===== config.mk =====
export PLATFORM = sky130hd
export DESIGN_NAME = dtlb_cfg
export DESIGN_NICKNAME = d
export VERILOG_FILES = /design/src/rtl/core/dtlb_pkg.sv /design/src/rtl/core/dtlb_cfg.sv
export SDC_FILE = /design/constraint.sdc
export NUM_CORES = 1
export LEC_CHECK = 0
export ABC_AREA = 1
export ABC_CLOCK_PERIOD_IN_PS = 900
export BUFFER_PORTS_ARGS = -buffer_cell sky130_fd_sc_hd__buf_2
export CAP_MARGIN = 10
export CORE_ASPECT_RATIO = 0.7
export CORE_UTILIZATION = 40
export DETAILED_ROUTE_END_ITERATION = 8
export PLACE_DENSITY = 0.82
export SYNTH_ARGS = -nofsm -noshare
export SYNTH_HDL_FRONTEND = slang
export SYNTH_SLANG_ARGS = --single-unit

===== constraint.sdc =====
create_clock -name clk -period 0.9 [get_ports clk]
set_input_delay 0.18 -clock clk [delete_from_list [all_inputs] [get_ports clk]]
set_output_delay 0.18 -clock clk [all_outputs]
set_load 0.05 [all_outputs]

===== src/rtl/core/dtlb_pkg.sv =====
// Shared constants, command and register codes, and types of the depth-tested line buffer.
package dtlb_pkg;

    localparam int CHANNELS  = 3;
    localparam int MAX_RES   = 256;
    localparam int NREGS     = 3;

    localparam int CMD_W     = 3;
    localparam int CHAN_W    = 2;
    localparam int SLOT_W    = 8;
    localparam int COLOR_W   = 16;
    localparam int DEPTH_W   = 17;
    localparam int POS_W     = 17;
    localparam int RES_W     = 9;

    localparam int MEM_DEPTH = CHANNELS * MAX_RES;
    localparam int ADDR_W    = $clog2(MEM_DEPTH);
    localparam int MEM_W     = DEPTH_W + COLOR_W;
    localparam int IDX_W     = $clog2(MAX_RES);
    localparam int PROD_W    = POS_W + RES_W;
    localparam int FRAC_W    = 16;

    localparam int PADDR_W   = 4;
    localparam int PDATA_W   = 32;
    localparam int REG_IDX_W = PADDR_W - 2;

    localparam logic [POS_W-1:0]   ONE_Q16  = POS_W'(65536);
    localparam logic [PROD_W-1:0]  HALF_Q16 = PROD_W'(32768);
    localparam logic [DEPTH_W-1:0] FAR_DEPTH = DEPTH_W'(65536);

    // Command codes
    localparam logic [CMD_W-1:0] CMD_CLEAR  = 3'd0;
    localparam logic [CMD_W-1:0] CMD_WRITE  = 3'd1;
    localparam logic [CMD_W-1:0] CMD_READ   = 3'd2;
    localparam logic [CMD_W-1:0] CMD_NEAR   = 3'd3;
    localparam logic [CMD_W-1:0] CMD_INTERP = 3'd4;

    // Register indexes
    localparam logic [REG_IDX_W-1:0] REG_RES_CHAN0 = 2'd0;
    localparam logic [REG_IDX_W-1:0] REG_RES_CHAN1 = 2'd1;
    localparam logic [REG_IDX_W-1:0] REG_RES_CHAN2 = 2'd2;

    typedef logic [NREGS-1:0][RES_W-1:0] res_arr_t;

    // Memory word: depth above color
    typedef struct packed {
        logic [DEPTH_W-1:0] depth;
        logic [COLOR_W-1:0] color;
    } mem_word_t;

    localparam mem_word_t CLEAR_WORD = '{depth: FAR_DEPTH, color: '0};

    typedef struct packed {
        logic              we;
        logic [ADDR_W-1:0] waddr;
        mem_word_t         wdata;
        logic              re;
        logic [ADDR_W-1:0] raddr;
    } mem_req_t;

endpackage


===== src/rtl/core/dtlb_cfg.sv =====
// APB register file holding the per-channel resolutions.
module dtlb_cfg (
    input  logic                          clk,
    input  logic                          rst_n,
    input  logic                          psel,
    input  logic                          penable,
    input  logic                          pwrite,
    input  logic [dtlb_pkg::PADDR_W-1:0]  paddr,
    input  logic [dtlb_pkg::PDATA_W-1:0]  pwdata,
    output logic [dtlb_pkg::PDATA_W-1:0]  prdata,
    output logic                          pready,
    output dtlb_pkg::res_arr_t            res_arr
);
    import dtlb_pkg::*;

    logic [REG_IDX_W-1:0] reg_idx;
    logic                 wr_fire;
    res_arr_t             res_reg;

    assign reg_idx = paddr[PADDR_W-1:2];
    assign wr_fire = psel & penable & pwrite;
    assign pready  = 1'b1;
    assign res_arr = res_reg;

    always_ff @(posedge clk or negedge rst_n)
    begin
        if (!rst_n)
        begin
            res_reg <= '0;
        end
        else if (wr_fire)
        begin
            unique case (reg_idx)
                REG_RES_CHAN0: res_reg[0] <= pwdata[RES_W-1:0];
                REG_RES_CHAN1: res_reg[1] <= pwdata[RES_W-1:0];
                REG_RES_CHAN2: res_reg[2] <= pwdata[RES_W-1:0];
                default: ;
            endcase
        end
    end

    always_comb
    begin
        unique case (reg_idx)
            REG_RES_CHAN0: prdata = PDATA_W'(res_reg[0]);
            REG_RES_CHAN1: prdata = PDATA_W'(res_reg[1]);
            REG_RES_CHAN2: prdata = PDATA_W'(res_reg[2]);
            default:       prdata = '0;
        endcase
    end

endmodule


==> impl_metrics.tcl <==
set metrics [dict create \
    place_congestion 0.7449 \
    synth-compound-area-share_pct 0 \
    slew_violations 0 \
    yosys.area_share.xor_xnor_pct 0 \
    largest_reg_flops 27 \
    grt_use_total_pct 24.19 \
    outcome "finished with violations" \
    cp_slowest_cell "dfrtp_2" \
    avgViaCountPerCell 4.851 \
    synth_top_family_by_area "simple AND/OR/NAND/NOR gates" \
    yosysSeqAreaShare_pct 48.00 \
    synth-seq-cells 27 \
    wl_met3_um 279 \
    crit-reg2reg-launch "res_arr[1]" \
    drc 0 \
    p_per_area_nw_per_um2 2231 \
    swShare_pct 45.40 \
    layout_setup_ws_ps -331.4 \
    min-delay-start "pwdata[0]" \
    p_leak_uw 0.001464 \
    worstSetupPathType "register to output port" \
    yosys.area_share.adder_pct 0 \
    hold_class "primary input to register" \
    hold_violations 0 \
    drtIter0Drc 74 \
    clkPwrFrac_pct 11.5 \
    mostFrequentLayoutCell "nand2_1" \
    initial_utilization_pct 43.25 \
    antenna_found_initial 0 \
    ir_worst_vdd_mv 1.252 \
    routedLengthMet1_mm 2.037 \
    design_area_um2 2720 \
    cts_buffer_depth 2 \
    period_share_pct 136.8 \
    fillers 177 \
    die_w_um 72.90 \
    p_switching_uw 2755 \
    ios 101 \
    dieArea_um2 3764 \
    num_vias 1625 \
    cts_tree "yes" \
    fmax_mhz 812.1 \
    fin_hold_ws_ps 135.7 \
    fin_skew_ps 0 \
    violations "negative setup slack" \
    synth_cell_types 10 \
    crit_buf_inv 1 \
    cts_root_buf "clkbuf_8" \
    clk_latency_ps 270 \
    drive_gt1_share_pct 61.81 \
    diodes 0 \
    internal_power_uw 3313 \
    area_growth_pct 93.24 \
    path_delay_family "flip-flops" \
    fin_nets 330 \
    hpwl_mm 2.973 \
    finalSetupViolations 36 \
    synth-simple-area-share_pct 37.33 \
    cp_max_fo 3 \
    fp-row-count 17 \
    htreeDepth 1 \
    ys_warn_count 0 \
    netlist_instances 188 \
    layout.cells.most_common_list "nand2_1, buf_6, nand2_2, dfrtp_2" \
    wl_mm 5.314 \
    io_buffers 51 \
    grt_first_pass_wirelength_mm 6.734 \
    highest_layer "met4" \
    dr.pass1.iters 4 \
    wl_per_cell_um 15.86 \
    critPathCaptureType "output port" \
    grt_max_degree 28 \
    post_dp_cell_area_um2 2131 \
    maxCapViolCount 0 \
    arrival_ps 1050 \
    critPathMaxStageDelay_ps 450 \
    cts_buffers 3 \
    startpoint_type "register" \
    cts_sinks 27 \
    first_global_vias 1396 \
    rsz0062_at_grt "true" \
    power_frac_seq_pct 29.8 \
    path_cells "nand2_2 > nand3_4 > buf_6" \
    route.met2.wl_mm 2.841 \
    overflow 0 \
    die_y_um 51.63 \
    crit_path_start "res_arr[3]" \
    fin_crit_ps 1231 \
    total_power_uw 6068 \
    netlist_area_um2 1408 \
    avgSynthCellArea_um2 7.487 \
    final_antenna_net_count 0 \
    crit_required_ps 720 \
    clk_pin_slew_ps 90 \
    core_um2 3254 \
    power_frac_comb_pct 58.7 \
    synthMuxAreaShare_pct 0 \
]
## final cells by class
| cell class | count | area [um2] | area share [%] |
|---|---|---|---|
| repair buffers | 98 | 1055 | 38.78 |
| multi-input cells | 154 | 830.8 | 30.54 |
| flip-flops and latches | 27 | 709.4 | 26.08 |
| well taps | 47 | 58.81 | 2.162 |
| clock buffers | 4 | 45.04 | 1.656 |
| inverters | 5 | 21.27 | 0.7820 |
## metrics by stage
stage	setup slack (ps)	std cells	TNS, ps	util (%)
floorplan	-70.08	210	-630.7	-
global placement	-369.9	319	-7714	65.47
detailed placement	-375.7	319	-8370	65.47
CTS	-292.3	328	-8167	76.74
global route	-356.3	335	-9858	83.58
finish	-331.4	335	-8996	83.58
## Yosys cell counts
cell     instances  share of area (%)
nand2_1        112                 30
nand3_1         10                3.6
dfrtp_1         27                 48
nand2_4          1               0.80
nand2_2          2               0.89
conb_1           2               0.53
inv_2            2               0.53
nor2_2           5                2.2
buf_4           24                 13
inv_1            3               0.80
## what timing repair did
item	CTS	global route
setup buffers	4	8
hold endpoints to repair	27	0
endpoints found under the setup margin	36	55
gates resized for setup	87	47
pin swaps	1	13
hold buffers	1	0
## per-layer routing
| layer | up-vias | global-route usage, % |
|---|---|---|
| li1 | 725 | - |
| met1 | 806 | 29.42 |
| met2 | 78 | 43.77 |
| met3 | 16 | 5.426 |
| met4 | 0 | 5.882 |
| met5 | - | 0 |
## path summary, 6_finish.rpt
path / end / slack, ps / cells past startpoint
worst max-delay path: prdata[3] / -330 / 3
worst min register to register: res_arr[22] / 550 / 2
min in group asynchronous: res_arr[23] / 430 / 3
worst min-delay path: res_arr[9] / 140 / 3
worst max register to register: res_arr[1] / 20 / 4
max in group asynchronous: res_arr[2] / 170 / 3
## worst reg2reg max path, stage by stage, from the launching register on
cell,delay (ps)
dfrtp_2,440
buf_6,130
buf_6,100
nand2_2,60
nand2_1,50
## power by group through the flow
stage	Sequential (uW)	Clock, uW	Combinational [uW]
final	1810	699	3560
after global routing	1830	745	3710
after CTS	1770	688	3140
after detailed placement	1750	0	2520
after global placement	1740	0	2480
after floorplan	2630	0	961
## cells by family (layout without fill, tap and decap cells)
kind of cell	Yosys count	in the layout
and+or+nand+nor	130	130
other	2	24
buffers and inverters	29	107
DFF	27	27
Power figures use the tool's default switching activity.
