**src/rtl/core/dtlb_ram.sv**
```systemverilog
// Generic single-write, single-read RAM with registered read data.
module dtlb_ram #(
    parameter int WIDTH = 8,
    parameter int DEPTH = 16
) (
    input  logic                     clk,
    input  logic                     wr_en,
    input  logic [$clog2(DEPTH)-1:0] wr_addr,
    input  logic [WIDTH-1:0]         wr_data,
    input  logic                     rd_en,
    input  logic [$clog2(DEPTH)-1:0] rd_addr,
    output logic [WIDTH-1:0]         rd_data
);

    logic [WIDTH-1:0] mem [DEPTH];

    always_ff @(posedge clk)
    begin
        if (wr_en)
        begin
            mem[wr_addr] <= wr_data;
        end
        if (rd_en)
        begin
            rd_data <= mem[rd_addr];
        end
    end

endmodule

```
**config.mk**
```make
export PLATFORM = sky130hd
export DESIGN_NAME = dtlb_ram
export DESIGN_NICKNAME = d
export VERILOG_FILES = /design/src/rtl/core/dtlb_ram.sv
export SDC_FILE = /design/constraint.sdc
export NUM_CORES = 1
export LEC_CHECK = 0
export BUFFER_PORTS_ARGS = -buffer_cell sky130_fd_sc_hd__buf_2
export CORE_UTILIZATION = 25
export CTS_CLUSTER_SIZE = 24
export DETAILED_ROUTE_END_ITERATION = 8
export GPL_ROUTABILITY_DRIVEN = 0
export PLACE_DENSITY = 0.47
export SLEW_MARGIN = 10
export SYNTH_ARGS = -nofsm -noshare
export SYNTH_HDL_FRONTEND = slang
export SYNTH_SLANG_ARGS = --single-unit
```
**constraint.sdc**
```tcl
create_clock -name clk -period 4.7 [get_ports clk]
set_input_delay 0.94 -clock clk [delete_from_list [all_inputs] [get_ports clk]]
set_output_delay 0.94 -clock clk [all_outputs]
set_load 0.01 [all_outputs]
```
==> impl_results.md, run 1 <==
* Outcome: complete, no violations
* 1st-pass router iterations at 5
* RSZ-0062 raised after global routing: false
* DP HPWL at 6900 um
* Static Leak at 2.03 nW
* Synth top area cells: edfxtp_1 78%, mux4_2 7.8%, mux4_1 7.0%, a22oi_1 2.3%, nor2_1 0.93%
* CTS H-tree depth at 4
* Worst-skew pair later-pin latency at 0.42 ns
* CP Capture Type: flop
* Core footprint at 20400 um2
* Antenna diodes at 0
* Comb power frac at 4.2%
* Worst rel slew slack at 31.9%
* DR vias/cell at 4.41
* Starting Density at 25.7%
* Clk sinks at 136
* Skew final at 0.0183 ns
* PortBufs at 26
* Crit path kind: input port to flop
* Placed insts at 519
* Placed cell area at 5640 um2
* Slew Viols, Final at 0
* Syn Nets at 248
* Internal power at 2.40 mW
* Total GRT Usage at 10.9%
* FF-to-FF path depth at 3
* Post-layout min period at 2.68 ns
* GR Overflow Total at 0
* Worst slew pin tran at 1.02 ns
* Die Y-Extent at 147 um
* DRT Wirelength at 11000 um
* Total power draw at 2.98 mW
* Post-CTS setup buffers at 0
* Pwr per Cell Area at 473 nW/um2
* Post-synthesis sequential area ratio at 78.1%
* Wirelength per Cell at 19.9 um
* Fillers at 1966
* Nets at 287
* Max Fanout on Critical Path at 21
* Clock-pin slew on the worst setup and hold paths at 0.06 ns
* Largest area contributor in the netlist: edfxtp_1
* CTS resizes at 0
* Initial antenna violation count at 1
* Post-route clock period utilization at 57.1%
* Fin area at 6300 um2
* Max Fclk at 0.373 GHz
* Net switching power at 0.579 mW
* Final cell count without fillers at 550
* Fin Setup TNS at 0 ns
* CTS root buf: clkbuf_16
* Io pins at 27
* Yosys synthesis warning count at 0
* Share of cells above drive strength 1 at 27.9%
* Largest net degree at the start of global routing at 33
* Crit path DAT at 2.84 ns
* Hold Path Depth at 3
* Maxcap violations at 0
* Clock power share at 49.8%
* CTS buffer count at 17
* CTS tree: done
* Post-synthesis cell count at 229
* CTS Hold Bufs at 0
* Vias in the first global route at 2565
* Flop pwr share at 46.1%
* Starting DRT DRC Count at 166
* Sw frac at 19.4%
* Via count at 2428
* Clock Path Buffers at 2
* Synthesized cell area at 5230 um2
* Drc violations at 0
* Yosys top cell area share at 78.1%
* Remaining antenna violation count at 0
* Area delta synth->final at 20.5%
* Worst IR Drop VDD at 0.000240 V
* Hold Fails Final Rpt at 0
* Average cell area after synthesis at 22.8 um2
* FF+latch count, synth at 136
* Final hold slack at 0.756 ns
* Die ar. at 21500 um2
* Hold WC Path Type: flop to flop
* Core Rows at 52
* Required @ worst endpoint at 4.85 ns
* CP Launch Type: input port
* Finish-stage setup viols at 0
* First-pass GRT wire length at 16300 um
* Post-synth cell types at 18
* Die W at 147 um
logic make-up after synthesis:
group	count (synthesis)	synth area share [%]
flip-flops	136	78.1
AND/OR/NAND/NOR	35	3.14
multiplexers	32	14.8
AO/OA/AOI/OAI	16	2.30
buffers and inverters	10	1.65
synth_stat cells:
library cell	number
nand3_1	1
mux4_2	18
nand2b_1	2
nand2_1	9
nor2_1	13
and2_1	1
and2b_1	1
or3b_2	1
nor2b_1	1
a22oi_1	16
buf_6	3
mux4_1	14
clkdlybuf4s25_2	3
nand3b_1	2
buf_2	3
nor3_1	4
edfxtp_1	136
buf_4	1
power by group through the flow:
stage	registers [mW]	clock network [mW]	logic, mW
final	1.37	1.48	0.124
after detailed placement	1.40	0	0.127
after global routing	1.38	1.55	0.136
after global placement	1.40	0	0.124
after floorplan	1.40	0	0.0690
after CTS	1.37	1.51	0.127
cells in the final DEF (no fill, tap or decap):
cell type,synthesis,layout
edfxtp_1,136,136
buf_2,3,26
mux4_2,18,18
clkbuf_16,0,17
a22oi_1,16,16
mux4_1,14,14
nor2_1,13,13
nand2_1,9,9
bufinv_16,0,6
clkinvlp_4,0,4
buf_4,1,4
nor3_1,4,3
clkinv_1,0,3
nand3b_1,2,2
nand2b_1,2,2
nor2b_1,1,1
and2_1,1,1
and2b_1,1,1
nor3_2,0,1
nand3_1,1,1
or3b_2,1,1
clkinv_4,0,1
sequential cells by signal (all words and copies together) (netlist names):
register	flops
mem	128
rd_data	8
stage by stage:
step	utilization [%]	setup WS (ns)
global route	30.9	1.86
CTS	30.9	1.98
finish	30.9	2.02
floorplan	-	2.27
global placement	27.7	1.53
detailed placement	27.7	1.54
per-layer routing:
metal / up-vias / routed length [um] / GRT usage [%]
met5: - / 11 / 0
met4: 2 / 102 / 3.91
met3: 12 / 479 / 3.38
met2: 52 / 5040 / 16.2
met1: 1301 / 5330 / 15.0
li1: 1061 / - / -
cell type report:
cell class | instances | area [um2] | share of cell area [%]
Sequential cell | 136 | 4080 | 64.8
Clock inverter | 14 | 230 | 3.65
Timing Repair Buffer | 30 | 160 | 2.54
Tap cell | 270 | 338 | 5.36
Clock buffer | 17 | 425 | 6.75
Multi-Input combinational cell | 83 | 1060 | 16.9
worst max-delay path, cell delays in order:
cell and delay, ns:
buf_2 0.56, buf_4 0.38, mux4_1 0.58, a22oi_1 0.28, nand2_1 0.08
worst paths after layout:
| check | start | slack [ns] | to |
|---|---|---|---|
| max | rd_addr[0] | 2.02 | rd_data[5]$_DFFE_PP_ |
| max reg2reg | mem[1][3]$_DFFE_PP_ | 3.16 | rd_data[3]$_DFFE_PP_ |
| min | mem[12][2]$_DFFE_PP_ | 0.76 | rd_data[2]$_DFFE_PP_ |
| min reg2reg | mem[12][2]$_DFFE_PP_ | 0.76 | rd_data[2]$_DFFE_PP_ |
Note: power is estimated with default switching activity, not from simulation.
==> run 2: changes to the inputs <==
- PLACE_DENSITY: 0.47 -> 0.49
- clock period: 4.7 -> 2.2 ns (I/O delays scaled with it)
==> run 2 against run 1 <==
- global-route usage is 0.26 points higher
- sequential power rose by 110%
- design area is 0.68% higher
- largest cell class unchanged
- combinational power is 130% higher
- largest power group is now registers
- highest routed layer unchanged
==> impl_results.md, run 2 (synthesis results as in run 1) <==
* Outcome: complete, no violations
* Skew final at 0.0118 ns (-0.00650 ns)
* Worst rel slew slack at 69.1% (+37 points)
* Nets at 305 (+6.3%)
* WP buf/inv at 2 (unchanged)
* Starting DRT DRC Count at 186 (+12%)
* Starting Density at 25.7% (unchanged)
* Comb power frac at 4.8% (+0.6 points)
* Max Fclk at 0.640 GHz
* First-pass GRT wire length at 16700 um (+2.6%)
* Hold WC Path Type: input port to flop
* CP Launch Type: input port
* Slew Viols, Final at 0 (unchanged)
* Drc violations at 0 (unchanged)
* Area delta synth->final at 21.3%
* Hold Fails Final Rpt at 0 (unchanged)
* Total GRT Usage at 11.2% (+0.26 points)
* DR vias/cell at 4.31 (-2.3%)
* Antenna diodes at 0 (unchanged)
* Worst IR Drop VDD at 0.000543 V (+130%)
* Die W at 147 um (unchanged)
* Internal power at 4.67 mW (+94%)
* Static Leak at 2.10 nW (+3.3%)
* Max reg flops at 128 (unchanged)
* Clock Path Buffers at 2 (unchanged)
* Pre-CTS setup slack at 0.151 ns (-1.39 ns)
* Final hold slack at 0.404 ns (-0.352 ns)
* Crit path kind: input port to flop
* Remaining antenna violation count at 0 (unchanged)
* Biggest register: mem
* Flop pwr share at 50.4% (+4.3 points)
* CTS H-tree depth at 4 (unchanged)
* Required @ worst endpoint at 2.36 ns (-2.49 ns)
* Sw frac at 19.9% (+0.50 points)
* CTS root buf: clkbuf_16
* PortBufs at 26 (unchanged)
* CTS tree: done
* GR Overflow Total at 0 (unchanged)
* Die Y-Extent at 147 um (unchanged)
* 1st-pass router iterations at 5 (unchanged)
* Via count at 2455 (+1.1%)
* Core footprint at 20400 um2 (unchanged)
* Pwr per Cell Area at 919 nW/um2 (+94%)
* Die ar. at 21500 um2 (unchanged)
* Critical-path top delay cell: mux4_1
* Clk sinks at 136 (unchanged)
* CTS resizes at 0 (unchanged)
* DP HPWL at 7270 um (+5.4%)
* Top flop regs: mem: 128 flops, rd_data: 8 flops
* Max Fanout on Critical Path at 20 (-4.8%)
* Io pins at 27 (unchanged)
* Vias in the first global route at 2640 (+2.9%)
* Worst path max stage delay at 0.57 ns (about the same)
* Post-CTS setup buffers at 0 (unchanged)
* Share of cells above drive strength 1 at 30.1% (+2.2 points)
* Initial antenna violation count at 1 (unchanged)
* Clock power share at 44.8% (-5.0 points)
* Worst-skew pair later-pin latency at 0.42 ns (about the same)
* Post-route clock period utilization at 71.1%
* Post-layout min period at 1.56 ns
* Largest net degree at the start of global routing at 26 (-21%)
* Crit path DAT at 1.72 ns (-1.12 ns)
* RSZ-0062 raised after global routing: false
* Worst setup margin at 0.637 ns (-1.38 ns)
* Wirelength per Cell at 19.5 um (-2.3%)
* Net switching power at 1.16 mW (+100%)
* Finish-stage setup viols at 0 (unchanged)
* Worst slew pin tran at 0.464 ns (-0.554 ns)
* Cell breakdown of the critical path: buf_2 -> buf_12 -> mux4_1 -> a22oi_1 -> nand2_1
* Fillers at 1965 (-0.051%)
* Core Rows at 52 (unchanged)
* Most common cell after layout, fill and taps aside: edfxtp_1
* Fin Setup TNS at 0 ns (unchanged)
* CP Capture Type: flop
* Clock-pin slew on the worst setup and hold paths at 0.06 ns (about the same)
* Commonest cells after routing, fill and taps aside: 136 x edfxtp_1, 26 x buf_2, 20 x buf_4
* Total power draw at 5.83 mW (+95%)
* DRT Wirelength at 11100 um (+1.1%)
* CTS buffer count at 17 (unchanged)
* Top Family by Delay on Critical Path: multiplexers
* Maxcap violations at 0 (unchanged)
* CTS Hold Bufs at 0 (unchanged)
run 2: changes by cell type in the layout (fill, tap and decap cells not counted), moves of 2 or more:
cell	change
bufinv_16	-4
clkinvlp_4	-4
clkinv_2	+3
clkinv_1	+5
buf_12	+2
buf_4	+16
run 2: path summary, 6_finish.rpt:
| path | to | slack [ns] | depth (start not counted) | from |
|---|---|---|---|---|
| max | rd_data[3]$_DFFE_PP_ | 0.64 | 5 | rd_addr[0] |
| min | mem[2][3]$_DFFE_PP_ | 0.40 | 1 | wr_data[3] |
| max reg2reg | rd_data[6]$_DFFE_PP_ | 0.68 | 3 | mem[11][6]$_DFFE_PP_ |
| min reg2reg | rd_data[3]$_DFFE_PP_ | 0.76 | 3 | mem[11][3]$_DFFE_PP_ |
run 2: area by class of cell:
cell class / count / area (um2) / area share (%)
Sequential cell: 136 / 4080 / 64.4
Tap cell: 270 / 338 / 5.33
Clock buffer: 18 / 429 / 6.77
Multi-Input combinational cell: 83 / 1060 / 16.7
Clock inverter: 14 / 114 / 1.80
Timing Repair Buffer: 48 / 320 / 5.05
run 2: metal layers:
metal | GRT usage [%] | wire length [um] | up-vias
met5 | 0 | 12 | -
met3 | 3.88 | 473 | 12
met1 | 15.0 | 5310 | 1293
met2 | 16.6 | 5160 | 46
met4 | 4.22 | 132 | 2
li1 | - | - | 1102
run 2: power by group through the flow:
stage	clock network [mW]	logic [mW]	registers [mW]
after floorplan	0	0.147	2.99
after global placement	0	0.282	2.99
after detailed placement	0	0.290	2.99
after CTS	2.66	0.290	2.94
after global routing	2.77	0.306	2.94
final	2.61	0.279	2.94
run 2: stage by stage:
step	instances	util, %	cell area [um2]
2_1_floorplan	229	-	5230
3_3_place_gp	537	28.5	5800
3_5_place_dp	537	28.5	5800
4_1_cts	569	31.1	6340
5_1_grt	569	31.1	6340
6_report	569	31.1	6340
==> run 3: changes to the inputs <==
- PLACE_DENSITY: 0.49 -> 0.47
- clock period: 2.2 -> 1.6 ns (I/O delays scaled with it)
==> run 3 against run 2 <==
- combinational power grew 52%
- clock skew shrank 0.0079 ns
- global-route usage grew 0.35 points
- critical path type is now flop to flop
==> impl_results.md, run 3 (synthesis results as in run 1) <==
* First-pass GRT wire length at 17200 um (+2.8%)
* PortBufs at 26 (unchanged)
* CTS H-tree depth at 4 (unchanged)
* WP buf/inv at 0 (-2)
* Total GRT Usage at 11.5% (+0.35 points)
* Flop pwr share at 46.7% (-3.7 points)
* Internal power at 6.95 mW (+49%)
* Largest net degree at the start of global routing at 23 (-12%)
* Worst path max stage delay at 0.51 ns (-0.06 ns)
* Post-CTS setup buffers at 0 (unchanged)
* Wirelength per Cell at 20.0 um (+2.8%)
* Fin area at 6570 um2 (+3.6%)
* Hold Fails Final Rpt at 0 (unchanged)
* Hold Path Depth at 1 (unchanged)
* CTS resizes at 0 (unchanged)
* Net switching power at 1.69 mW (+46%)
* Antenna diodes at 0 (unchanged)
* Core Rows at 52 (unchanged)
* Post-layout min period at 1.54 ns
* Hold Path End: rd_data[3]$_DFFE_PP_
* Post-route clock period utilization at 96.1%
* Critical-path top delay cell: mux4_1
* Worst rel slew slack at 40.0% (-29 points)
* CP Launch Type: flop
* Pre-CTS setup slack at -0.332 ns (-0.484 ns)
* Clock power share at 48.4% (+3.6 points)
* Max Fclk at 0.650 GHz
* Comb power frac at 4.9% (about the same)
* Pwr per Cell Area at 1320 nW/um2 (+43%)
* Hold Startpoint: rd_en
* FF-to-FF path depth at 3 (unchanged)
* Top flop regs: mem: 128 flops, rd_data: 8 flops
* Worst-skew pair later-pin latency at 0.41 ns (about the same)
* Placed cell area at 5940 um2 (+2.4%)
* CP Capture Type: flop
* Worst slew pin tran at 0.898 ns (+0.434 ns)
* Commonest cells after routing, fill and taps aside: 136 x edfxtp_1, 30 x buf_4, 26 x buf_2
* Drc violations at 0 (unchanged)
* Clock-pin slew on the worst setup and hold paths at 0.06 ns (about the same)
* DP HPWL at 7660 um (+5.4%)
* Crit path DAT at 1.68 ns (-0.04 ns)
* Worst setup margin at 0.0624 ns (-0.574 ns)
* Share of cells above drive strength 1 at 35.6% (+5.5 points)
* Starting Density at 25.7% (unchanged)
* Final hold slack at 0.293 ns (-0.111 ns)
* Die ar. at 21500 um2 (unchanged)
* Max reg flops at 128 (unchanged)
* 1st-pass router iterations at 4 (-1)
* Area delta synth->final at 25.8%
* DR vias/cell at 4.34 (+0.67%)
* Skew final at 0.00395 ns (-0.00789 ns)
* GR Overflow Total at 0 (unchanged)
* DRT Wirelength at 11600 um (+5.1%)
* Hold WC Path Type: input port to flop
* Cell breakdown of the critical path: mux4_1 -> a22oi_1 -> nand2_1
* Maxcap violations at 0 (unchanged)
* Die Y-Extent at 147 um (unchanged)
* Worst IR Drop VDD at 0.000774 V (+42%)
* Required @ worst endpoint at 1.74 ns (-0.62 ns)
* Sw frac at 19.6% (-0.33 points)
* Finish-stage setup viols at 0 (unchanged)
* Initial antenna violation count at 0 (-1)
* Util after Layout at 32.3% (+1.1 points)
* R2r startpoint: mem[1][3]$_DFFE_PP_
* CTS tree: done
* Fillers at 1942 (-1.2%)
* Via count at 2528 (+3.0%)
* Static Leak at 2.23 nW (+6.0%)
* Core footprint at 20400 um2 (unchanged)
* Reg2Reg Capture Point: rd_data[3]$_DFFE_PP_
* Top Family by Delay on Critical Path: multiplexers
* R2R Setup Slk at 0.06 ns (-0.62 ns)
* Max Fanout on Critical Path at 1 (-95%)
* Io pins at 27 (unchanged)
* Crit path kind: flop to flop
* Biggest register: mem
* Remaining antenna violation count at 0 (unchanged)
* Outcome: complete, no violations
* CTS buffer count at 17 (unchanged)
* Cell count along the critical path at 3 (-2)
* Most common cell after layout, fill and taps aside: edfxtp_1
* RSZ-0062 raised after global routing: false
* Die W at 147 um (unchanged)
* Nets at 318 (+4.3%)
* CTS root buf: clkbuf_16
* Slew Viols, Final at 0 (unchanged)
* Clk sinks at 136 (unchanged)
* Clock Path Buffers at 2 (unchanged)
* Vias in the first global route at 2675 (+1.3%)
* CTS Hold Bufs at 0 (unchanged)
* Starting DRT DRC Count at 205 (+10%)
-- run 3: layout make-up --
cell class / count / area, um2 / share of cell area, %
Clock inverter: 14 / 205 / 3.12
Sequential cell: 136 / 4080 / 62.1
Clock buffer: 18 / 429 / 6.53
Multi-Input combinational cell: 83 / 1060 / 16.2
Tap cell: 270 / 338 / 5.14
Timing Repair Buffer: 61 / 455 / 6.93
-- run 3: stage by stage --
stage,setup TNS [ns],total power [mW],instances
floorplan,0,4.32,229
global placement,-2.13,4.54,550
detailed placement,-2.20,4.55,550
CTS,0,8.72,582
global route,0,8.90,582
finish,0,8.65,582
-- run 3: worst max-delay path by stage --
| stage | startpoint | endpoint | slack (ns) |
|---|---|---|---|
| global placement | rd_addr[0] | rd_data[2]$_DFFE_PP_ | -0.37 |
| CTS | mem[1][3]$_DFFE_PP_ | rd_data[3]$_DFFE_PP_ | 0.05 |
| finish | mem[1][3]$_DFFE_PP_ | rd_data[3]$_DFFE_PP_ | 0.06 |
| global route | mem[6][3]$_DFFE_PP_ | rd_data[3]$_DFFE_PP_ | 0.03 |
| floorplan | rd_addr[0] | rd_data[1]$_DFFE_PP_ | 0.004 |
| detailed placement | rd_addr[0] | rd_data[6]$_DFFE_PP_ | -0.33 |
-- run 3: power by group through the flow --
| stage | logic [mW] | registers, mW | clock network [mW] |
|---|---|---|---|
| after global routing | 0.458 | 4.05 | 4.40 |
| after global placement | 0.426 | 4.11 | 0 |
| after CTS | 0.432 | 4.04 | 4.25 |
| final | 0.424 | 4.04 | 4.18 |
| after floorplan | 0.205 | 4.11 | 0 |
| after detailed placement | 0.432 | 4.12 | 0 |
-- run 3: metal layers --
layer,GRT usage [%],share of wire [%]
met1,15.9,48
met5,0,0
met3,2.78,3.6
met2,17.3,47
met4,4.90,1.7
