**config.mk**
```make
export PLATFORM = sky130hd
export DESIGN_NAME = dtlb_ctrl_flat
export DESIGN_NICKNAME = d
export VERILOG_FILES = /design/src/rtl/core/dtlb_pkg.sv /design/src/rtl/core/dtlb_if.sv /design/src/rtl/core/dtlb_ctrl.sv /design/src/flat_wrapper.sv
export SDC_FILE = /design/constraint.sdc
export NUM_CORES = 2
export LEC_CHECK = 0
export BUFFER_PORTS_ARGS = -buffer_cell sky130_fd_sc_hd__buf_2
export CAP_MARGIN = 10
export CORE_AREA = 4 4 291 293
export DETAILED_ROUTE_END_ITERATION = 16
export DIE_AREA = 0 0 295 297
export PLACE_DENSITY = 0.47
export RECOVER_POWER = 100
export SETUP_SLACK_MARGIN = 0.15
export SLEW_MARGIN = 10
export SYNTH_ARGS = -nofsm -noshare
export SYNTH_HDL_FRONTEND = slang
export SYNTH_SLANG_ARGS = --single-unit
```
**constraint.sdc**
```tcl
create_clock -name clk -period 8.77 [get_ports clk]
set_input_delay 1.754 -clock clk [delete_from_list [all_inputs] [get_ports clk]]
set_output_delay 1.754 -clock clk [all_outputs]
set_load 0.05 [all_outputs]
```
**src/rtl/core/dtlb_pkg.sv**
```systemverilog
// Shared constants, command and register codes, and types of the depth-tested line buffer.
package dtlb_pkg;

    localparam int CHANNELS  = 3;
    localparam int MAX_RES   = 256;
    localparam int NREGS     = 3;

    localparam int CMD_W     = 3;
    localparam int CHAN_W    = 2;
    localparam int SLOT_W    = 8;
    localparam int COLOR_W   = 16;
    localparam int DEPTH_W   = 17;
    localparam int POS_W     = 17;
    localparam int RES_W     = 9;

    localparam int MEM_DEPTH = CHANNELS * MAX_RES;
    localparam int ADDR_W    = $clog2(MEM_DEPTH);
    localparam int MEM_W     = DEPTH_W + COLOR_W;
    localparam int IDX_W     = $clog2(MAX_RES);
    localparam int PROD_W    = POS_W + RES_W;
    localparam int FRAC_W    = 16;

    localparam int PADDR_W   = 4;
    localparam int PDATA_W   = 32;
    localparam int REG_IDX_W = PADDR_W - 2;

    localparam logic [POS_W-1:0]   ONE_Q16  = POS_W'(65536);
    localparam logic [PROD_W-1:0]  HALF_Q16 = PROD_W'(32768);
    localparam logic [DEPTH_W-1:0] FAR_DEPTH = DEPTH_W'(65536);

    // Command codes
    localparam logic [CMD_W-1:0] CMD_CLEAR  = 3'd0;
    localparam logic [CMD_W-1:0] CMD_WRITE  = 3'd1;
    localparam logic [CMD_W-1:0] CMD_READ   = 3'd2;
    localparam logic [CMD_W-1:0] CMD_NEAR   = 3'd3;
    localparam logic [CMD_W-1:0] CMD_INTERP = 3'd4;

    // Register indexes
    localparam logic [REG_IDX_W-1:0] REG_RES_CHAN0 = 2'd0;
    localparam logic [REG_IDX_W-1:0] REG_RES_CHAN1 = 2'd1;
    localparam logic [REG_IDX_W-1:0] REG_RES_CHAN2 = 2'd2;

    typedef logic [NREGS-1:0][RES_W-1:0] res_arr_t;

    // Memory word: depth above color
    typedef struct packed {
        logic [DEPTH_W-1:0] depth;
        logic [COLOR_W-1:0] color;
    } mem_word_t;

    localparam mem_word_t CLEAR_WORD = '{depth: FAR_DEPTH, color: '0};

    typedef struct packed {
        logic              we;
        logic [ADDR_W-1:0] waddr;
        mem_word_t         wdata;
        logic              re;
        logic [ADDR_W-1:0] raddr;
    } mem_req_t;

endpackage

```
**src/rtl/core/dtlb_if.sv**
```systemverilog
// Valid/ready channel interfaces for command items and result items.
interface dtlb_in_if;
    logic                          valid;
    logic                          ready;
    logic [dtlb_pkg::CMD_W-1:0]    cmd;
    logic [dtlb_pkg::CHAN_W-1:0]   chan;
    logic [dtlb_pkg::SLOT_W-1:0]   slot;
    logic [dtlb_pkg::COLOR_W-1:0]  sight_in;
    logic [dtlb_pkg::DEPTH_W-1:0]  depth_in;
    logic [dtlb_pkg::POS_W-1:0]    pos_t;

    modport source (output valid, cmd, chan, slot, sight_in, depth_in, pos_t, input ready);
    modport sink   (input valid, cmd, chan, slot, sight_in, depth_in, pos_t, output ready);
endinterface

interface dtlb_out_if;
    logic                          valid;
    logic                          ready;
    logic [dtlb_pkg::COLOR_W-1:0]  sight_out;
    logic                          stored;
    logic                          status;

    modport source (output valid, sight_out, stored, status, input ready);
    modport sink   (input valid, sight_out, stored, status, output ready);
endinterface

```
**src/rtl/core/dtlb_ctrl.sv**
```systemverilog
// Command sequencer: clear sweep, read-modify-write, nearest and interpolated reads.
module dtlb_ctrl (
    input  logic                 clk,
    input  logic                 rst_n,
    dtlb_in_if.sink              in_ch,
    dtlb_out_if.source           out_ch,
    input  dtlb_pkg::res_arr_t   res_arr,
    input  dtlb_pkg::mem_word_t  mem_rdata,
    output dtlb_pkg::mem_req_t   mem_req
);
    import dtlb_pkg::*;

    typedef enum logic [2:0] {
        S_CLEAR,
        S_IDLE,
        S_CALC,
        S_RD0,
        S_RD1,
        S_MUL,
        S_OUT
    } state_t;

    state_t                     state_reg;
    logic [ADDR_W-1:0]          clr_addr_reg;
    logic                       clr_cmd_reg;
    logic [CMD_W-1:0]           cmd_reg;
    logic [CHAN_W-1:0]          chan_reg;
    logic                       chan_ok_reg;
    logic [SLOT_W-1:0]          slot_reg;
    logic [COLOR_W-1:0]         sight_reg;
    logic [DEPTH_W-1:0]         depth_reg;
    logic [RES_W-1:0]           rsel_reg;
    logic [PROD_W-1:0]          prod_reg;
    logic [ADDR_W-1:0]          addr0_reg;
    logic [ADDR_W-1:0]          addr1_reg;
    logic [FRAC_W-1:0]          frac_reg;
    logic [COLOR_W-1:0]         a_reg;
    logic signed [2*COLOR_W+1:0] mul_reg;
    logic [COLOR_W-1:0]         val_reg;
    logic                       st_reg;
    logic                       err_reg;
    logic                       out_valid_reg;
    logic [COLOR_W-1:0]         out_sight_reg;
    logic                       out_stored_reg;
    logic                       out_status_reg;

    logic                       accept;
    logic [POS_W-1:0]           t_clamp;
    logic [RES_W-1:0]           rsel_in;
    logic [PROD_W-1:0]          prod_in;

    logic [RES_W-1:0]           res_m1;
    logic [PROD_W-1:0]          p_sub;
    logic                       p_pos;
    logic [PROD_W-17:0]         near_w;
    logic [PROD_W-17:0]         i0_w;
    logic [PROD_W-17:0]         i0_c;
    logic [PROD_W-17:0]         i1_w;
    logic [PROD_W-17:0]         i1_c;
    logic [IDX_W-1:0]           idx0;
    logic [FRAC_W-1:0]          frac_c;
    logic                       need_rd;
    logic                       err_c;
    logic                       depth_win;
    logic signed [COLOR_W:0]    diff;
    logic signed [2*COLOR_W+1:0] mul_adj;
    logic signed [2*COLOR_W+1:0] mul_sh;
    logic                       out_free;

    function automatic logic [ADDR_W-1:0] entry_addr(
        input logic [CHAN_W-1:0] ch,
        input logic [IDX_W-1:0]  idx
    );
        return ADDR_W'(ch) * ADDR_W'(MAX_RES) + ADDR_W'(idx);
    endfunction

    // Input side: clamp position, pick and saturate the channel resolution
    assign accept  = in_ch.valid & in_ch.ready;
    assign in_ch.ready = (state_reg == S_IDLE);
    assign t_clamp = (in_ch.pos_t > ONE_Q16) ? ONE_Q16 : in_ch.pos_t;

    always_comb
    begin
        rsel_in = '0;
        for (int i = 0; i < NREGS; i++)
        begin
            if (in_ch.chan == CHAN_W'(i))
            begin
                rsel_in = (res_arr[i] > RES_W'(MAX_RES)) ? RES_W'(MAX_RES) : res_arr[i];
            end
        end
    end

    assign prod_in = PROD_W'(t_clamp) * PROD_W'(rsel_in);

    // Index and fraction from the registered product
    assign res_m1 = rsel_reg - RES_W'(1);
    assign p_pos  = (prod_reg >= HALF_Q16);
    assign p_sub  = prod_reg - HALF_Q16;
    assign near_w = prod_reg[PROD_W-1:16];
    assign i0_w   = p_pos ? p_sub[PROD_W-1:16] : '0;
    assign frac_c = p_pos ? p_sub[FRAC_W-1:0] : '0;
    assign i0_c   = (i0_w > (PROD_W-16)'(res_m1)) ? (PROD_W-16)'(res_m1) : i0_w;
    assign i1_w   = i0_c + (PROD_W-16)'(1);
    assign i1_c   = (i1_w > (PROD_W-16)'(res_m1)) ? (PROD_W-16)'(res_m1) : i1_w;

    always_comb
    begin
        need_rd = 1'b0;
        err_c   = 1'b0;
        idx0    = slot_reg;
        case (cmd_reg) inside
            CMD_WRITE, CMD_READ:
            begin
                err_c   = !chan_ok_reg || ({1'b0, slot_reg} >= rsel_reg);
                need_rd = !err_c;
            end
            CMD_NEAR:
            begin
                err_c   = !chan_ok_reg || (rsel_reg == '0);
                need_rd = !err_c;
                idx0    = (near_w > (PROD_W-16)'(res_m1)) ? res_m1[IDX_W-1:0]
                                                          : near_w[IDX_W-1:0];
            end
            CMD_INTERP:
            begin
                err_c   = !chan_ok_reg;
                need_rd = chan_ok_reg && (rsel_reg != '0);
                idx0    = i0_c[IDX_W-1:0];
            end
            default: ;
        endcase
    end

    assign depth_win = (depth_reg < mem_rdata.depth);
    assign diff      = $signed({1'b0, mem_rdata.color}) - $signed({1'b0, a_reg});
    // Truncate the scaled difference toward zero
    assign mul_adj   = mul_reg + (mul_reg[2*COLOR_W+1] ? (2*COLOR_W+2)'(65535)
                                                       : (2*COLOR_W+2)'(0));
    assign mul_sh    = mul_adj >>> 16;
    assign out_free  = !out_valid_reg || out_ch.ready;

    // Memory requests
    always_comb
    begin
        mem_req = '0;
        unique case (state_reg)
            S_CLEAR:
            begin
                mem_req.we    = 1'b1;
                mem_req.waddr = clr_addr_reg;
                mem_req.wdata = CLEAR_WORD;
            end
            S_CALC:
            begin
                mem_req.re    = need_rd;
                mem_req.raddr = entry_addr(chan_reg, idx0);
            end
            S_RD0:
            begin
                if (cmd_reg == CMD_WRITE)
                begin
                    mem_req.we    = depth_win;
                    mem_req.waddr = addr0_reg;
                    mem_req.wdata = '{depth: depth_reg, color: sight_reg};
                end
                else if (cmd_reg == CMD_INTERP)
                begin
                    mem_req.re    = 1'b1;
                    mem_req.raddr = addr1_reg;
                end
            end
            default: ;
        endcase
    end

    assign out_ch.valid     = out_valid_reg;
    assign out_ch.sight_out = out_sight_reg;
    assign out_ch.stored    = out_stored_reg;
    assign out_ch.status    = out_status_reg;

    always_ff @(posedge clk or negedge rst_n)
    begin
        if (!rst_n)
        begin
            state_reg      <= S_CLEAR;
            clr_addr_reg   <= '0;
            clr_cmd_reg    <= 1'b0;
            cmd_reg        <= '0;
            chan_reg       <= '0;
            chan_ok_reg    <= 1'b0;
            slot_reg       <= '0;
            sight_reg      <= '0;
            depth_reg      <= '0;
            rsel_reg       <= '0;
            prod_reg       <= '0;
            addr0_reg      <= '0;
            addr1_reg      <= '0;
            frac_reg       <= '0;
            a_reg          <= '0;
            mul_reg        <= '0;
            val_reg        <= '0;
            st_reg         <= 1'b0;
            err_reg        <= 1'b0;
            out_valid_reg  <= 1'b0;
            out_sight_reg  <= '0;
            out_stored_reg <= 1'b0;
            out_status_reg <= 1'b0;
        end
        else
        begin
            // Drop the result once taken, unless a new one loads this cycle
            if (out_valid_reg && out_ch.ready && state_reg != S_OUT)
            begin
                out_valid_reg <= 1'b0;
            end

            unique case (state_reg)
                S_CLEAR:
                begin
                    if (clr_addr_reg == ADDR_W'(MEM_DEPTH - 1))
                    begin
                        clr_addr_reg <= '0;
                        val_reg      <= '0;
                        st_reg       <= 1'b0;
                        err_reg      <= 1'b0;
                        state_reg    <= clr_cmd_reg ? S_OUT : S_IDLE;
                    end
                    else
                    begin
                        clr_addr_reg <= clr_addr_reg + ADDR_W'(1);
                    end
                end
                S_IDLE:
                begin
                    if (accept)
                    begin
                        cmd_reg     <= in_ch.cmd;
                        chan_reg    <= in_ch.chan;
                        chan_ok_reg <= (in_ch.chan < CHAN_W'(CHANNELS));
                        slot_reg    <= in_ch.slot;
                        sight_reg   <= in_ch.sight_in;
                        depth_reg   <= in_ch.depth_in;
                        rsel_reg    <= rsel_in;
                        prod_reg    <= prod_in;
                        if (in_ch.cmd == CMD_CLEAR)
                        begin
                            clr_cmd_reg  <= 1'b1;
                            clr_addr_reg <= '0;
                            state_reg    <= S_CLEAR;
                        end
                        else
                        begin
                            state_reg <= S_CALC;
                        end
                    end
                end
                S_CALC:
                begin
                    addr0_reg <= entry_addr(chan_reg, idx0);
                    addr1_reg <= entry_addr(chan_reg, i1_c[IDX_W-1:0]);
                    frac_reg  <= frac_c;
                    val_reg   <= '0;
                    st_reg    <= 1'b0;
                    err_reg   <= err_c;
                    state_reg <= need_rd ? S_RD0 : S_OUT;
                end
                S_RD0:
                begin
                    if (cmd_reg == CMD_WRITE)
                    begin
                        st_reg    <= depth_win;
                        state_reg <= S_OUT;
                    end
                    else if (cmd_reg == CMD_INTERP)
                    begin
                        a_reg     <= mem_rdata.color;
                        state_reg <= S_RD1;
                    end
                    else
                    begin
                        val_reg   <= mem_rdata.color;
                        state_reg <= S_OUT;
                    end
                end
                S_RD1:
                begin
                    mul_reg   <= diff * $signed({1'b0, frac_reg});
                    state_reg <= S_MUL;
                end
                S_MUL:
                begin
                    val_reg   <= a_reg + mul_sh[COLOR_W-1:0];
                    state_reg <= S_OUT;
                end
                S_OUT:
                begin
                    // Hold the result until the output register frees up
                    if (out_free)
                    begin
                        out_valid_reg  <= 1'b1;
                        out_sight_reg  <= val_reg;
                        out_stored_reg <= st_reg;
                        out_status_reg <= err_reg;
                        clr_cmd_reg    <= 1'b0;
                        state_reg      <= S_IDLE;
                    end
                end
                default: state_reg <= S_IDLE;
            endcase
        end
    end

endmodule

```
**src/flat_wrapper.sv**
```systemverilog
// flat-port wrapper written by rule: the top's interface ports become plain ports
module dtlb_ctrl_flat import dtlb_pkg::*;
  (clk, rst_n, res_arr, mem_rdata, mem_req, in_ch_valid, in_ch_cmd, in_ch_chan, in_ch_slot, in_ch_sight_in, in_ch_depth_in, in_ch_pos_t, in_ch_ready, out_ch_valid, out_ch_sight_out, out_ch_stored, out_ch_status, out_ch_ready);
  dtlb_in_if in_ch_i ();
  dtlb_out_if out_ch_i ();
  input  logic clk;
  input  logic rst_n;
  input  dtlb_pkg::res_arr_t res_arr;
  input  dtlb_pkg::mem_word_t mem_rdata;
  output dtlb_pkg::mem_req_t mem_req;
  input wire logic [$bits(in_ch_i.valid)-1:0] in_ch_valid;
  input wire logic [$bits(in_ch_i.cmd)-1:0] in_ch_cmd;
  input wire logic [$bits(in_ch_i.chan)-1:0] in_ch_chan;
  input wire logic [$bits(in_ch_i.slot)-1:0] in_ch_slot;
  input wire logic [$bits(in_ch_i.sight_in)-1:0] in_ch_sight_in;
  input wire logic [$bits(in_ch_i.depth_in)-1:0] in_ch_depth_in;
  input wire logic [$bits(in_ch_i.pos_t)-1:0] in_ch_pos_t;
  output wire logic [$bits(in_ch_i.ready)-1:0] in_ch_ready;
  output wire logic [$bits(out_ch_i.valid)-1:0] out_ch_valid;
  output wire logic [$bits(out_ch_i.sight_out)-1:0] out_ch_sight_out;
  output wire logic [$bits(out_ch_i.stored)-1:0] out_ch_stored;
  output wire logic [$bits(out_ch_i.status)-1:0] out_ch_status;
  input wire logic [$bits(out_ch_i.ready)-1:0] out_ch_ready;
  assign in_ch_i.valid = in_ch_valid;
  assign in_ch_i.cmd = in_ch_cmd;
  assign in_ch_i.chan = in_ch_chan;
  assign in_ch_i.slot = in_ch_slot;
  assign in_ch_i.sight_in = in_ch_sight_in;
  assign in_ch_i.depth_in = in_ch_depth_in;
  assign in_ch_i.pos_t = in_ch_pos_t;
  assign in_ch_ready = in_ch_i.ready;
  assign out_ch_valid = out_ch_i.valid;
  assign out_ch_sight_out = out_ch_i.sight_out;
  assign out_ch_stored = out_ch_i.stored;
  assign out_ch_status = out_ch_i.status;
  assign out_ch_i.ready = out_ch_ready;
  dtlb_ctrl u_core (.clk(clk), .rst_n(rst_n), .in_ch(in_ch_i), .out_ch(out_ch_i), .res_arr(res_arr), .mem_rdata(mem_rdata), .mem_req(mem_req));
endmodule
```
==> results.md <==
* Cell Area, Placed at 0.0321 mm²
* # fillers at 8413
* Antenna violations before repair at 0
* Syn_area_per_cell at 8.63 µm²
* Area added between synthesis and finish at 18.0%
* Warnings, synthesis at 0
* Post-synthesis sequential area ratio at 19.0%
* N_diodes at 0
* Grt total ovfl at 0
* Max Cap Viol at 2
* Clock transition at the registers of the reported paths at 60 ps
* Worst slew pin tran at 5870 ps
* Clk network pwr share at 47.8%
* Most used cell, CP: fa_1
* Max reg flops at 33
* Initial DRC count at 1000
* Via count at 22700
* Multi-input gate area at 0.0211 mm²
* EDFF count, synth at 0
* Vias in the first global route at 24200
* Sequential Area at 0.00541 mm²
* Synth Instances at 3300
* Clock buffer depth at 3
* Hold_buf cts at 0
* Most frequent cell after synthesis: nand2_1
* Core area at 0.0818 mm²
* TritonCTS clock tree: built
* Top cells by area, synth: fa_1, dfrtp_1, ha_1
* DR DRC count at 0
* CTS Buf Count at 28
* Share of cells above drive strength 1 at 16.3%
* Worst setup slack after layout at 141 ps
* Top cell type's share of synthesized area at 27.2%
* Drt wl/cell at 17.2 µm
* CP arrival at 9090 ps
* Clock tree root buffer cell: clkbuf_16
* Critical path class: in2reg
* Violated checks: max-capacitance violations, max-slew violations
* Maximum VDD drop at 0.000148 V
* Type of origin of the critical path: primary input
* Setup violators final at 0
* Critical Path End Type: register
* Family with the most delay on the worst path: adder cells
* Routed Antenna Nets at 0
* Drt via density at 4.82
* RSZ-0062 raised after global routing: yes
* Design area at 0.0336 mm²
* H-tree levels at 1
* Min Tclk post-route at 8630 ps
* List of most frequent post-synthesis cells: nand2_1, inv_1, fa_1
* # rows at 105
* HPWL after DPL at 64900 µm
* Total leakage power at 0.0173 µW
* Part of the power in registers at 37.0%
* I/O Buffers at 201
* Hold Path Class: reg2reg
* Pre-CTS WS at -716 ps
* Async S/R FF share, synth at 100%
* Switching part of the total power at 28.2%
* Die Wd at 295 µm
* First-pass GRT wire length at 133000 µm
* Rel. slew slack at -292%
* Gp weighted congestion at 0.843
* Worst Skew at 23.5 ps
* Fin. Hold Viols at 0
* Die Area at 0.0876 mm²
* Predominant post-synthesis flop cell: dfrtp_1
* Synth area leader: fa_1
* Critical Path Max Stage Delay at 560 ps
* Outcome: finished, violations left
* Max Slew Vio Count at 147
* Switching Power at 759 µW
* Synth Net Count at 4048
* First drt pass iteration count at 5
* Logic pwr share at 15.2%
* Fin crit share at 98.4%
* CP max FO at 4
* CP required at 9230 ps
* Worst path bufs/invs at 6
* Initial Utilization at 34.8%
* CP max stage cell: fa_1
* Largest net degree at the start of global routing at 99
* Mapped Area at 0.0285 mm²
* Int Power at 1930 µW
* Final WL at 80600 µm
* Sink Count at 216
* Fmax at 116 MHz
* Post-layout net count at 4356
* Netlist cell types at 72
* IO Pins at 202
* Chip Height at 297 µm
* Global Route Usage Sum at 18.8%
* Clk Latency, worst-skew pair at 610 ps
* PwrDens at 80.2 mW/mm²
* Synth Register Bits at 216
## metrics by stage
step | total power [µW] | instances | util (%) | setup TNS (ps) | hold slack, ps
6_report | 2690 | 4699 | 41.1 | 0 | 463
3_3_place_gp | 1420 | 4635 | 39.2 | -6020 | 450
2_1_floorplan | 1250 | 3300 | - | -10.1 | 437
4_1_cts | 2750 | 4690 | 40.6 | 0 | 469
5_1_grt | 2840 | 4699 | 41.1 | -337 | 494
3_5_place_dp | 1430 | 4635 | 39.2 | -6480 | 455
## routing by layer
| metal | global-route usage (%) | wire length, µm | up-vias |
|---|---|---|---|
| li1 | - | - | 11100 |
| met1 | 24.3 | 35200 | 11200 |
| met2 | 34.1 | 41100 | 307 |
| met3 | 1.71 | 2230 | 83 |
| met4 | 4.41 | 2030 | 0 |
| met5 | 0 | 0 | - |
## power groups by stage
stage               Sequential [µW]  Combinational [µW]  Clock (µW)
floorplan                      1020                 236           0
global route                    996                 471        1370
global placement               1010                 410           0
detailed placement             1010                 411           0
CTS                             996                 415        1340
finish                          997                 409        1290
## cells in the final DEF (no fill, tap or decap), types with 10 or more instances in the layout
cell       instances
a211oi_1          11
a21o_1            41
a21oi_1           63
a22o_1            15
a22oi_1           12
a31oi_1           11
and2_1           167
and3_1            10
buf_2            199
buf_4            184
buf_6             12
clkbuf_16         28
dfrtp_1          216
fa_1             376
fa_2              11
ha_1             223
ha_4              11
inv_1            520
inv_2             10
mux2_2            26
mux2i_1           21
nand2_1          611
nand2b_1          35
nand3_1           37
nand4_1           16
nor2_1           136
nor2b_1           53
nor3_1            27
nor4_1            13
o21a_1            22
o21ai_0          152
o21ai_1           19
o31ai_1           13
xnor2_1           67
xor2_1            48
## worst register-to-register path, delay by kind of cell, from the launching register on
family,cells,cell delay (ps)
xor gates and xnor gates,2,260
AOI/OAI and AO/OA,11,2000
and+or+nand+nor,5,1020
DFF,1,420
adders and majority gates,8,3440
buffers and inverters,6,520
## final cells by class
cell class / count / share of cell area, %
sequential: 216 / 16.1
clock inverter: 12 / 0.600
clock buffer: 39 / 2.45
tap: 1070 / 3.98
timing repair buffer: 408 / 8.09
inverter: 532 / 5.98
multi-input combinational: 2422 / 62.8
## kinds of logic after synthesis
group                    Yosys count  share of synthesized area (%)
multiplexers                      51                           1.95
AND/OR/NAND/NOR                 1169                           18.9
AO/OA/AOI/OAI                    463                           10.4
flip-flops                       216                           19.0
adder cells (fa/ha/maj)          621                           37.5
XOR/XNOR                         118                           3.63
buffers and inverters            662                           8.75
## worst paths after layout
kind	end	cells after the start	startpoint	slack [ps]
setup / recovery	u_core.mul_reg[25]	33	mem_rdata[0]	140
setup reg to reg	u_core.mul_reg[25]	32	u_core.a_reg[1]	950
hold / removal	u_core.sight_reg[10]	2	u_core.sight_reg[10]	460
hold reg to reg	u_core.sight_reg[10]	2	u_core.sight_reg[10]	460
min in group asynchronous	u_core.mul_reg[5]	1	rst_n	3310
max in group asynchronous	u_core.slot_reg[0]	1	rst_n	2100
## repair_timing
item                                    CTS  global route
gates resized for setup                  20            85
pin swaps                                16            39
endpoints found under the setup margin    7            12
hold endpoints to repair                  0             0
gates cloned                              0             1
buffers inserted                          4             8
(Power assumes the default switching activity.)
